## src/sv/qse_pkg.sv

```systemverilog
// ----------------------------------------------------------------------------
// qse_pkg
// shared constants for the quicksort engine: default store capacity and key
// width
// ----------------------------------------------------------------------------
package qse_pkg;

  localparam int CAPACITY_DEF = 64;
  localparam int KEY_BITS_DEF = 32;

endpackage

```

## src/sv/quicksort_engine.sv

```systemverilog
// ----------------------------------------------------------------------------
// quicksort_engine
// batch sorter: collects signed keys, sorts them in place with a middle-pivot
// quicksort over an explicit range stack, then streams them out ascending
// ----------------------------------------------------------------------------
// loading: one key per cycle, busy stays low until the final key is taken
// sorting: each partition and each element visited is paced by the single key
//   memory read port and one shared comparator
// output: N results on consecutive cycles that the receiver cannot stall
// reset: synchronous, clears counts, stack pointer, flags and sequencer;
//   key and range memories hold their contents, no clearing pass
module quicksort_engine #(
  parameter int CAPACITY = qse_pkg::CAPACITY_DEF,
  parameter int KEY_BITS = qse_pkg::KEY_BITS_DEF
) (
  input  logic                       clk,
  input  logic                       rst_n,
  input  logic                       start,
  output logic                       busy,
  input  logic signed [KEY_BITS-1:0] in_key,
  input  logic                       in_final_key,
  output logic                       out_strobe,
  output logic signed [KEY_BITS-1:0] out_sorted_key,
  output logic                       out_last_out,
  output logic                       out_overflowed
);
  import qse_pkg::*;

  localparam int IDX_W = $clog2(CAPACITY);
  localparam int CNT_W = $clog2(CAPACITY + 1);
  localparam int SE_W  = 2 * IDX_W;
  localparam logic signed [IDX_W:0] ONE_S = 1;

  typedef enum logic [4:0] {
    S_LOAD, S_INIT, S_POP, S_RANGE, S_SWB, S_SWC, S_SWD, S_CHKL, S_CHKR,
    S_SWAP, S_FINR, S_FINA, S_FINB, S_PUSHR, S_PUSHL, S_EMIT
  } state_t;

  state_t state_r, state_nxt;
  logic [CNT_W-1:0] count_r, count_nxt;
  logic [CNT_W-1:0] sp_r, sp_nxt;
  logic [CNT_W-1:0] k_r, k_nxt;
  logic             drop_r, drop_nxt;
  logic             emit_v_r, emit_v_nxt;
  logic             emit_last_r, emit_last_nxt;
  logic             emit_ovf_r, emit_ovf_nxt;
  logic signed [IDX_W:0] left_r, left_nxt, right_r, right_nxt;
  logic [IDX_W-1:0] lo_r, lo_nxt, hi_r, hi_nxt, mid_r, mid_nxt;
  logic [KEY_BITS-1:0] pivot_r, pivot_nxt, vl_r, vl_nxt;

  logic                key_we;
  logic [IDX_W-1:0]    key_waddr, key_raddr;
  logic [KEY_BITS-1:0] key_wdata, key_rd;
  logic                stk_we;
  logic [IDX_W-1:0]    stk_waddr, stk_raddr;
  logic [SE_W-1:0]     stk_wdata, stk_rd;

  logic signed [IDX_W:0] left_inc, right_dec, p_full;
  logic [IDX_W-1:0]      p_idx, p_inc, p_dec, srd_lo, srd_hi;
  logic [IDX_W:0]        mid_sum;
  logic [CNT_W-1:0]      sp_dec, count_dec;
  logic                  lt;

  qse_ram #(.WIDTH(KEY_BITS), .DEPTH(CAPACITY)) u_key_ram (
    .clk   (clk),
    .we    (key_we),
    .waddr (key_waddr),
    .wdata (key_wdata),
    .raddr (key_raddr),
    .rdata (key_rd)
  );

  qse_ram #(.WIDTH(SE_W), .DEPTH(CAPACITY)) u_range_stack (
    .clk   (clk),
    .we    (stk_we),
    .waddr (stk_waddr),
    .wdata (stk_wdata),
    .raddr (stk_raddr),
    .rdata (stk_rd)
  );

  assign left_inc  = left_r + ONE_S;
  assign right_dec = right_r - ONE_S;
  assign p_full    = right_r + ONE_S;
  assign p_idx     = p_full[IDX_W-1:0];
  assign p_inc     = p_idx + IDX_W'(1);
  assign p_dec     = p_idx - IDX_W'(1);
  assign srd_lo    = stk_rd[SE_W-1:IDX_W];
  assign srd_hi    = stk_rd[IDX_W-1:0];
  assign mid_sum   = {1'b0, srd_lo} + {1'b0, srd_hi};
  assign sp_dec    = sp_r - CNT_W'(1);
  assign count_dec = count_r - CNT_W'(1);
  assign lt        = $signed(key_rd) < $signed(pivot_r);

  always_comb begin
    state_nxt     = state_r;
    count_nxt     = count_r;
    sp_nxt        = sp_r;
    k_nxt         = k_r;
    drop_nxt      = drop_r;
    emit_v_nxt    = 1'b0;
    emit_last_nxt = 1'b0;
    emit_ovf_nxt  = drop_r;
    left_nxt      = left_r;
    right_nxt     = right_r;
    lo_nxt        = lo_r;
    hi_nxt        = hi_r;
    mid_nxt       = mid_r;
    pivot_nxt     = pivot_r;
    vl_nxt        = vl_r;
    key_we        = 1'b0;
    key_waddr     = count_r[IDX_W-1:0];
    key_wdata     = in_key;
    key_raddr     = '0;
    stk_we        = 1'b0;
    stk_waddr     = sp_r[IDX_W-1:0];
    stk_wdata     = {IDX_W'(0), count_dec[IDX_W-1:0]};
    stk_raddr     = sp_dec[IDX_W-1:0];

    unique case (state_r)
      S_LOAD: begin
        if (start) begin
          if (count_r < CNT_W'(CAPACITY)) begin
            key_we    = 1'b1;
            count_nxt = count_r + CNT_W'(1);
          end else begin
            drop_nxt = 1'b1;
          end
          if (in_final_key) begin
            state_nxt = S_INIT;
          end
        end
      end
      S_INIT: begin
        if (count_r > CNT_W'(1)) begin
          stk_we = 1'b1;
          sp_nxt = sp_r + CNT_W'(1);
        end
        state_nxt = S_POP;
      end
      S_POP: begin
        if (sp_r == '0) begin
          k_nxt     = '0;
          state_nxt = S_EMIT;
        end else begin
          sp_nxt    = sp_dec;
          state_nxt = S_RANGE;
        end
      end
      S_RANGE: begin
        lo_nxt    = srd_lo;
        hi_nxt    = srd_hi;
        mid_nxt   = mid_sum[IDX_W:1];
        key_raddr = mid_sum[IDX_W:1];
        if (srd_lo >= srd_hi) begin
          state_nxt = S_POP;
        end else begin
          state_nxt = S_SWB;
        end
      end
      S_SWB: begin
        pivot_nxt = key_rd;
        key_raddr = hi_r;
        state_nxt = S_SWC;
      end
      S_SWC: begin
        key_we    = 1'b1;
        key_waddr = mid_r;
        key_wdata = key_rd;
        state_nxt = S_SWD;
      end
      S_SWD: begin
        key_we    = 1'b1;
        key_waddr = hi_r;
        key_wdata = pivot_r;
        key_raddr = lo_r;
        left_nxt  = $signed({1'b0, lo_r});
        right_nxt = $signed({1'b0, hi_r}) - ONE_S;
        state_nxt = S_CHKL;
      end
      S_CHKL: begin
        if (lt) begin
          left_nxt = left_inc;
          if (left_inc <= right_r) begin
            key_raddr = left_inc[IDX_W-1:0];
          end else begin
            state_nxt = S_FINR;
          end
        end else begin
          vl_nxt    = key_rd;
          key_raddr = right_r[IDX_W-1:0];
          state_nxt = S_CHKR;
        end
      end
      S_CHKR: begin
        if (!lt) begin
          right_nxt = right_dec;
          if (right_dec >= left_r) begin
            key_raddr = right_dec[IDX_W-1:0];
          end else begin
            state_nxt = S_FINR;
          end
        end else begin
          key_we    = 1'b1;
          key_waddr = left_r[IDX_W-1:0];
          key_wdata = key_rd;
          state_nxt = S_SWAP;
        end
      end
      S_SWAP: begin
        key_we    = 1'b1;
        key_waddr = right_r[IDX_W-1:0];
        key_wdata = vl_r;
        left_nxt  = left_inc;
        right_nxt = right_dec;
        if (left_inc <= right_dec) begin
          key_raddr = left_inc[IDX_W-1:0];
          state_nxt = S_CHKL;
        end else begin
          state_nxt = S_FINR;
        end
      end
      S_FINR: begin
        key_raddr = p_idx;
        state_nxt = S_FINA;
      end
      S_FINA: begin
        key_we    = 1'b1;
        key_waddr = hi_r;
        key_wdata = key_rd;
        state_nxt = S_FINB;
      end
      S_FINB: begin
        key_we    = 1'b1;
        key_waddr = p_idx;
        key_wdata = pivot_r;
        state_nxt = S_PUSHR;
      end
      S_PUSHR: begin
        if (({1'b0, p_idx} + (IDX_W+1)'(1)) < {1'b0, hi_r}) begin
          stk_we    = 1'b1;
          stk_wdata = {p_inc, hi_r};
          sp_nxt    = sp_r + CNT_W'(1);
        end
        state_nxt = S_PUSHL;
      end
      S_PUSHL: begin
        if ({1'b0, p_idx} > ({1'b0, lo_r} + (IDX_W+1)'(1))) begin
          stk_we    = 1'b1;
          stk_wdata = {lo_r, p_dec};
          sp_nxt    = sp_r + CNT_W'(1);
        end
        state_nxt = S_POP;
      end
      S_EMIT: begin
        if (k_r < count_r) begin
          key_raddr     = k_r[IDX_W-1:0];
          emit_v_nxt    = 1'b1;
          emit_last_nxt = (k_r + CNT_W'(1)) == count_r;
          k_nxt         = k_r + CNT_W'(1);
        end
        if ((k_r + CNT_W'(1)) >= count_r) begin
          count_nxt = '0;
          drop_nxt  = 1'b0;
          sp_nxt    = '0;
          state_nxt = S_LOAD;
        end
      end
      default: state_nxt = S_LOAD;
    endcase
  end

  always_ff @(posedge clk) begin
    if (!rst_n) begin
      state_r     <= S_LOAD;
      count_r     <= '0;
      sp_r        <= '0;
      k_r         <= '0;
      drop_r      <= 1'b0;
      emit_v_r    <= 1'b0;
      emit_last_r <= 1'b0;
      emit_ovf_r  <= 1'b0;
    end else begin
      state_r     <= state_nxt;
      count_r     <= count_nxt;
      sp_r        <= sp_nxt;
      k_r         <= k_nxt;
      drop_r      <= drop_nxt;
      emit_v_r    <= emit_v_nxt;
      emit_last_r <= emit_last_nxt;
      emit_ovf_r  <= emit_ovf_nxt;
    end
    left_r  <= left_nxt;
    right_r <= right_nxt;
    lo_r    <= lo_nxt;
    hi_r    <= hi_nxt;
    mid_r   <= mid_nxt;
    pivot_r <= pivot_nxt;
    vl_r    <= vl_nxt;
  end

  assign busy           = state_r != S_LOAD;
  assign out_strobe     = emit_v_r;
  assign out_sorted_key = $signed(key_rd);
  assign out_last_out   = emit_last_r;
  assign out_overflowed = emit_ovf_r;

  // final key transaction starts the sort
  a_final_busy: assert property (@(posedge clk) disable iff (!rst_n)
    start && !busy && in_final_key |=> busy)
    else $error("final key did not start the sort");

  a_last_strobe: assert property (@(posedge clk) disable iff (!rst_n)
    out_last_out |-> out_strobe)
    else $error("last mark without a result");

  a_stack_bound: assert property (@(posedge clk) disable iff (!rst_n)
    sp_r <= CNT_W'(CAPACITY) && count_r <= CNT_W'(CAPACITY))
    else $error("stack pointer or key count out of range");

  a_scan_order: assert property (@(posedge clk) disable iff (!rst_n)
    (state_r == S_CHKL || state_r == S_CHKR) |-> left_r <= right_r)
    else $error("scan indices crossed inside the scan");

endmodule

```

## src/sv/qse_ram.sv

```systemverilog
// ----------------------------------------------------------------------------
// qse_ram
// simple dual-port memory: one write port and one read port with registered
// read data
// ----------------------------------------------------------------------------
module qse_ram #(
  parameter int WIDTH = qse_pkg::KEY_BITS_DEF,
  parameter int DEPTH = qse_pkg::CAPACITY_DEF
) (
  input  logic                     clk,
  input  logic                     we,
  input  logic [$clog2(DEPTH)-1:0] waddr,
  input  logic [WIDTH-1:0]         wdata,
  input  logic [$clog2(DEPTH)-1:0] raddr,
  output logic [WIDTH-1:0]         rdata
);
  import qse_pkg::*;

  logic [WIDTH-1:0] mem [DEPTH];

  always_ff @(posedge clk) begin
    if (we) begin
      mem[waddr] <= wdata;
    end
  end

  always_ff @(posedge clk) begin
    rdata <= mem[raddr];
  end

endmodule
```

## config.mk

```make
export PLATFORM = sky130hd
export DESIGN_NAME = quicksort_engine
export DESIGN_NICKNAME = d
export VERILOG_FILES = /design/src/sv/qse_pkg.sv /design/src/sv/quicksort_engine.sv /design/src/sv/qse_ram.sv
export SDC_FILE = /design/constraint.sdc
export NUM_CORES = 2
export LEC_CHECK = 0
export ABC_AREA = 0
export BUFFER_PORTS_ARGS = -buffer_cell sky130_fd_sc_hd__buf_4
export CORE_ASPECT_RATIO = 1.4
export CORE_UTILIZATION = 45
export CTS_CLUSTER_SIZE = 8
export DETAILED_ROUTE_END_ITERATION = 8
export GPL_TIMING_DRIVEN = 0
export HOLD_SLACK_MARGIN = 0.05
export SLEW_MARGIN = 20
export SYNTH_ARGS = -nofsm -noshare
export SYNTH_HDL_FRONTEND = slang
export SYNTH_HIERARCHICAL = 1
export SYNTH_SLANG_ARGS = --single-unit
```

## constraint.sdc

```tcl
create_clock -name clk -period 13 [get_ports clk]
set_input_delay 2.6 -clock clk [delete_from_list [all_inputs] [get_ports clk]]
set_output_delay 2.6 -clock clk [all_outputs]
set_load 0.005 [all_outputs]
```

# Word level (Yosys, flattened, before mapping)
# Memory sizes are Yosys's and may differ from the RTL's. A register that Yosys moved wholly into a read port is not among the register bits.
# Index checks and enable logic that the tools add are counted.
[classes]
n_lt_le_gt_ge = 11
div_mod_pow = 0
shift = 0
n_mul = 0
reduce_logical = 23
eq_ne = 31
n_bitwise = 1
n_addsub = 14
muxes = 58
[ops]
columns = ["operator", "n"]
rows = [
  ["one-hot mux 32 bit (4 select lines)", 1],
  ["2-to-1 mux 7 bit", 11],
  ["one-hot mux 5 bit (15 select lines)", 1],
  ["one-hot mux 6 bit (8 select lines)", 1],
  ["2-to-1 mux 6 bit", 7],
  ["one-hot mux 7 bit (3 select lines)", 2],
  ["== test 5 x 4 -> 1 bit (second input constant)", 8],
  ["2-to-1 mux 5 bit", 7],
  ["one-hot mux 7 bit (5 select lines)", 1],
  ["< comparator 32 bit", 1],
  ["2-to-1 mux 32 bit", 1],
  ["one-hot mux 6 bit (5 select lines)", 1],
  ["one-hot mux 7 bit (2 select lines)", 2],
  ["!= test 2 bit (second input constant)", 13],
  ["2-to-1 mux 12 bit", 2],
  ["one-hot mux 12 bit (2 select lines)", 1],
  ["adder 7 x 1 -> 7 bit (second input constant)", 3],
  ["== test 5 x 3 -> 1 bit (second input constant)", 4],
  ["adder 6 x 1 -> 7 bit (second input constant)", 2],
  [">= comparator 7 bit", 2],
  ["less-or-equal comparator 7 bit", 2],
  ["2-to-1 mux 1 bit", 14],
  ["subtractor 6 x 1 -> 6 bit (second input constant)", 2],
  ["== test 5 x 2 -> 1 bit (second input constant)", 2],
  ["other kinds (33)", 47],
]
[totals]
latch_bits = 0
rom_bits = 0
out_inout_bits = 36
reg_bits = 126
n_memories = 2
inputBits = 36
mem_bits_rw = 2816
[mem_list]
columns = ["name", "depth", "width", "rd", "rd_clocked_by_memory_dff", "write_ports", "line_no", "source"]
rows = [
  ["u_key_ram.mem", 64, 32, 1, 1, 1, "qse_ram.sv:19", "logic [WIDTH-1:0] mem [DEPTH];"],
  ["u_range_stack.mem", 64, 12, 1, 1, 1, "qse_ram.sv:19", ""],
]

# Longest topological paths before layout
[logic_depth]
depth_word = 7
depth_mapped = 24

# Cells and area by module
# Netlist, hierarchy kept.
[modules_own_cells]
columns = ["mod", "seq_area_each_um2", "n_inst", "area_per_inst_um2", "cells_per_inst"]
rows = [
  ["qse_ram at u_key_ram", 62139.6, 1, 78512.8, 3324],
  ["qse_ram at u_range_stack", 23302.3, 1, 29851.1, 1339],
  ["quicksort_engine", 3463.3, 1, 9203.8, 953],
]

# Worst setup path after synthesis
# Ideal clock, no wire load.
[synth_path]
path_kind = "register to register"
startpoint = "register pivot_r[15]"
endpoint = "register u_key_ram.rdata[13], read port of u_key_ram.mem"
arrival_time_ns = 6.476
path_buffers = 3
slack_ns = 6.407
required_time_ns = 12.883
setup_time_ns = 0.117
path_stages_with_launch = 18
synth_period_minus_slack_ns = 6.593
path_cell_list = "edfxtp_1 inv_1 ha_1 nand4_1 nor3_1 or4b_1 a31oi_2 o22ai_2 nor3_1 a221o_1 a221o_1 buf_2 clkbuf_1 clkbuf_1 mux4_2 mux4_2 o22ai_1 nor2_1"
[synth_via]
elab_chain_len = 3
elab_cells_between_ends = 4
[synth_rtl]
columns = ["item", "line_no", "source"]
rows = [
  ["start, declared", "quicksort_engine.sv:49", "logic [KEY_BITS-1:0] pivot_r, pivot_nxt, vl_r, vl_nxt;"],
  ["start signal, assigned", "quicksort_engine.sv:298", "pivot_r <= pivot_nxt;"],
  ["< comparator 32 bit *", "quicksort_engine.sv:93", "assign lt = $signed(key_rd) < $signed(pivot_r);"],
  ["2-to-1 mux 6 bit (on tied branches)", "quicksort_engine.sv:196, quicksort_engine.sv:182", ""],
  ["one-hot mux 6 bit (8 select lines) *", "quicksort_engine.sv:120", "unique case (state_r)"],
  ["via key_raddr[1]", "quicksort_engine.sv:52", "logic [IDX_W-1:0] key_waddr, key_raddr;"],
  ["end, declared", "qse_ram.sv:15", "output logic [WIDTH-1:0] rdata"],
]
# Mark *: on every way through the listed nets, which the timed path passes. The rest lies on a longest branch.
# A chain may end at the register's enable or synchronous reset.

# Worst setup path after layout
[layout_path]
startpoint = "register right_r[0]"
endpoint = "register u_key_ram.rdata[21], read port of u_key_ram.mem"
[layout_via]
elab_chain_len = 5
elab_cells_between_ends = 11
[layout_rtl]
columns = ["item", "line_no", "source"]
rows = [
  ["start, declared", "quicksort_engine.sv:47", "logic signed [IDX_W:0] left_r, left_nxt, right_r, right_nxt;"],
  ["start signal, assigned", "quicksort_engine.sv:294", "right_r <= right_nxt;"],
  ["subtractor 7 x 2 -> 7 bit", "quicksort_engine.sv:83", "assign right_dec = right_r - ONE_S;"],
  [">= comparator 7 bit", "quicksort_engine.sv:198", "if (right_dec >= left_r) begin"],
  ["2-to-1 mux 6 bit", "quicksort_engine.sv:198", ""],
  ["2-to-1 mux 6 bit", "quicksort_engine.sv:196", "if (!lt) begin"],
  ["one-hot mux 6 bit (8 select lines) *", "quicksort_engine.sv:120", ""],
  ["via key_raddr[2]", "quicksort_engine.sv:52", ""],
]
# Marks and branches as above.

==> flow_summary.toml <==
[yosys]
syn_nets = 5753
synth.avg_cell_area_um2 = 20.93
synth-seq-cells = 2985
share_of_the_yosys_chip_area_belonging_to_registers_pct = 75.62
yosysTopAreaCell = "edfxtp_1"
synthesis.yosys.warnings = 6
netlist-cell-type-count = 83
synth-main-ff-cell = "edfxtp_1"
syn-instance-count = 5616
synth-edff-count = 2912
ys_async_sr_fraction_pct = 0
synth_area_leaders = "edfxtp_1 74%, mux4_2 14%, dfxtp_1 1.2%"
mappedNetlistArea_um2 = 117600
synth_top_cell_area_share_pct = 74.38

[run_status]
outcome = "finished, final reports clean"

[worst_setup_path]
data_arrival_time_of_the_critical_path_ns = 9.39
cp_startpoint_kind = "flop"
crit_slowest_cell = "buf_2"
worstPathCellList = "buf_4, inv_1, ha_1, inv_1, ha_1, a21boi_0, o21ai_0, a21oi_1, o21ai_0, a21oi_1, and3_1, a221o_1, clkbuf_1, buf_2, buf_2, buf_2, nand2_1, o22ai_1, nor2_1, a21oi_1, nor2_1"
timing.critical_path.slowest_cell_delay_ns = 0.77
cp_top_delay_family = "buffers and inverters"
timing_worst_setup_path_type = "flop to flop"
critPathRequiredTime_ns = 13.69
critPathMaxFanout = 10
critical_path.n_buffers_inverters = 7
timing.critical_path.to_type = "flop"

[layout]
fin_nets = 6430
final_core_util_pct = 53.59
final_cell_area_um2 = 139000
mostFrequentLayoutCell = "edfxtp_1"
fillCellCount = 19970
mostFrequentLayoutCells = "2912 x edfxtp_1, 736 x mux4_2, 420 x clkbuf_16, 193 x clkbuf_1, 138 x nor2_1"
layout-drive-gt1-share_pct = 28.33
area_taken_by_multi_input_logic_gates_um2 = 27960
area_delta_synth_final_pct = 18.23
seq_area_um2 = 88910
final_cells = 9850

[clocking]
clk_transition_reported_paths_ns = 0.06
total_clock_sinks = 2985
ctsRootBufferMaster = "clkbuf_16"
cts_resized = 0
clock_latency_ns = 0.91
post-cts-setup-buffers = 0
cts_max_level = 5
ctsLongestPathBuffers = 4
cts_tree = "built"
tritoncts.num_buffers = 415
hold_buffers = 0

[global_route]
antenna_found_initial = 14
global_route_wire_length_before_repair_mm = 511.0
grt.overflow.total = 0
gr_util_all_layers_pct = 28.59
grt_pass1_vias = 63480
pin_count_of_the_biggest_net_entering_global_routing = 65

[timing]
setup_skew_ns = 0.07794
summed_negative_setup_slack_over_all_endpoints_ns = 0
finalHoldViolCount = 0
whs_ns = 0.4388
postLayoutSetupSlackWorst_ns = 4.297
slew_limit_fails = 0
rsz0062_at_grt = "false"
finalWorstPathRequiredPeriod_ns = 8.703
tightestPinTransition_ns = 1.262
timing.fmax_mhz = 114.9
slew_headroom_pct = 15.88
setup_viol_count_final = 0
fin_crit_sh_pct = 66.94

[floorplanning]
fp.dieW_um = 434.0
rows = 221
die_height_um = 606.8
start_util_pct = 45.33
floorplan.die_area_um2 = 263300
core-area_um2 = 259400
io-pin-count = 72

[route]
drtIter0Drc = 7531
routed_wire_length_mm = 374.6
first_pass_iters = 8
routed_wire_length_per_instance_um = 38.03
post-route-drc-count = 0
number_of_vias_in_the_routed_layout = 62370
ant_nets = 0
routed_via_density = 6.332

[power]
total_leakage_power_nw = 44.51
peakVddDrop_uv = 186.1
total_power_mw = 32.41
power-per-cell-area_nw_per_um2 = 233.2

[run]
timing.max_cap.violations = 0

[placement]
placement.cell_area_um2 = 127900
dp_worst_setup_slack_ns = 4.592
placement.io_buffers = 70
dpl.hpwl_mm = 259.5
numPlacedInstances = 9332
globalplace.congestion = 0.9642

[hold_path]
worstHoldPathType = "flop to flop"
==> area by class of cell <==
type	count	area share, %
tap	3456	3.111
antenna	9	0.01620
inverter	95	0.2565
multi-input combinational	2241	20.12
timing repair buffer	260	3.515
clock inverter	17	0.1836
buffer	295	1.089
clock buffer	492	7.755
sequential	2985	63.96
==> layer usage <==
layer / vias to the layer above / part of all wire (%) / GRT usage [%]
li1: 24780 / - / -
met1: 33310 / 33 / 32.07
met2: 3329 / 51 / 49.22
met3: 940 / 7.6 / 5.297
met4: 4 / 8.4 / 19.89
met5: - / 0.0077 / 0
==> sequential cells by signal (all words and copies together) (netlist names), 6 cells and up <==
register,cells
sp_r,7
u_range_stack/rdata,12
left_r,7
hi_r,6
lo_r,6
mid_r,6
u_range_stack/mem,768
k_r,7
count_r,7
vl_r,32
right_r,7
u_key_ram/mem,2048
u_key_ram/rdata,32
pivot_r,32
==> report_power, final <==
group | switching [mW] | internal (mW) | total, mW
registers | 0.235 | 11.7 | 11.9
logic | 7.37 | 3.59 | 11.0
clock network | 3.81 | 5.71 | 9.52
==> kinds of logic (layout without fill, tap and decap cells) <==
logic type | count (synthesis) | after routing | synth area share, %
compound gates | 580 | 580 | 3.502
xor+xnor | 55 | 55 | 0.4406
fa+ha+maj | 102 | 102 | 1.090
buf+inv | 390 | 1159 | 1.568
flops | 2985 | 2985 | 75.62
mux | 869 | 869 | 15.24
other cells | 0 | 9 | 0
simple gates | 635 | 635 | 2.536
==> cells in the mapped netlist (all sizes together) (40+ instances only) <==
master  instances
nand2b         44
dfxtp          73
o21ai          53
nor2b          40
o221ai         49
mux4          736
ha            100
buf           156
o22ai         113
edfxtp       2912
nand2         109
clkbuf        139
a221o          52
nor2          264
nor3           40
mux2i         122
a22o           43
inv            95
a21oi         120
nand3          56
xnor2          40
==> path summary, 6_finish.rpt <==
| kind | from | endpoint | slack [ns] | cells after the start |
|---|---|---|---|---|
| worst max register to register | right_r[0] | u_key_ram/rdata[21] | 4.30 | 21 |
| worst min-delay path | drop_r | out_overflowed | 0.44 | 1 |
| worst max-delay path | right_r[0] | u_key_ram/rdata[21] | 4.30 | 21 |
| worst min register to register | drop_r | out_overflowed | 0.44 | 1 |
Note: power is estimated with default switching activity, not from simulation.
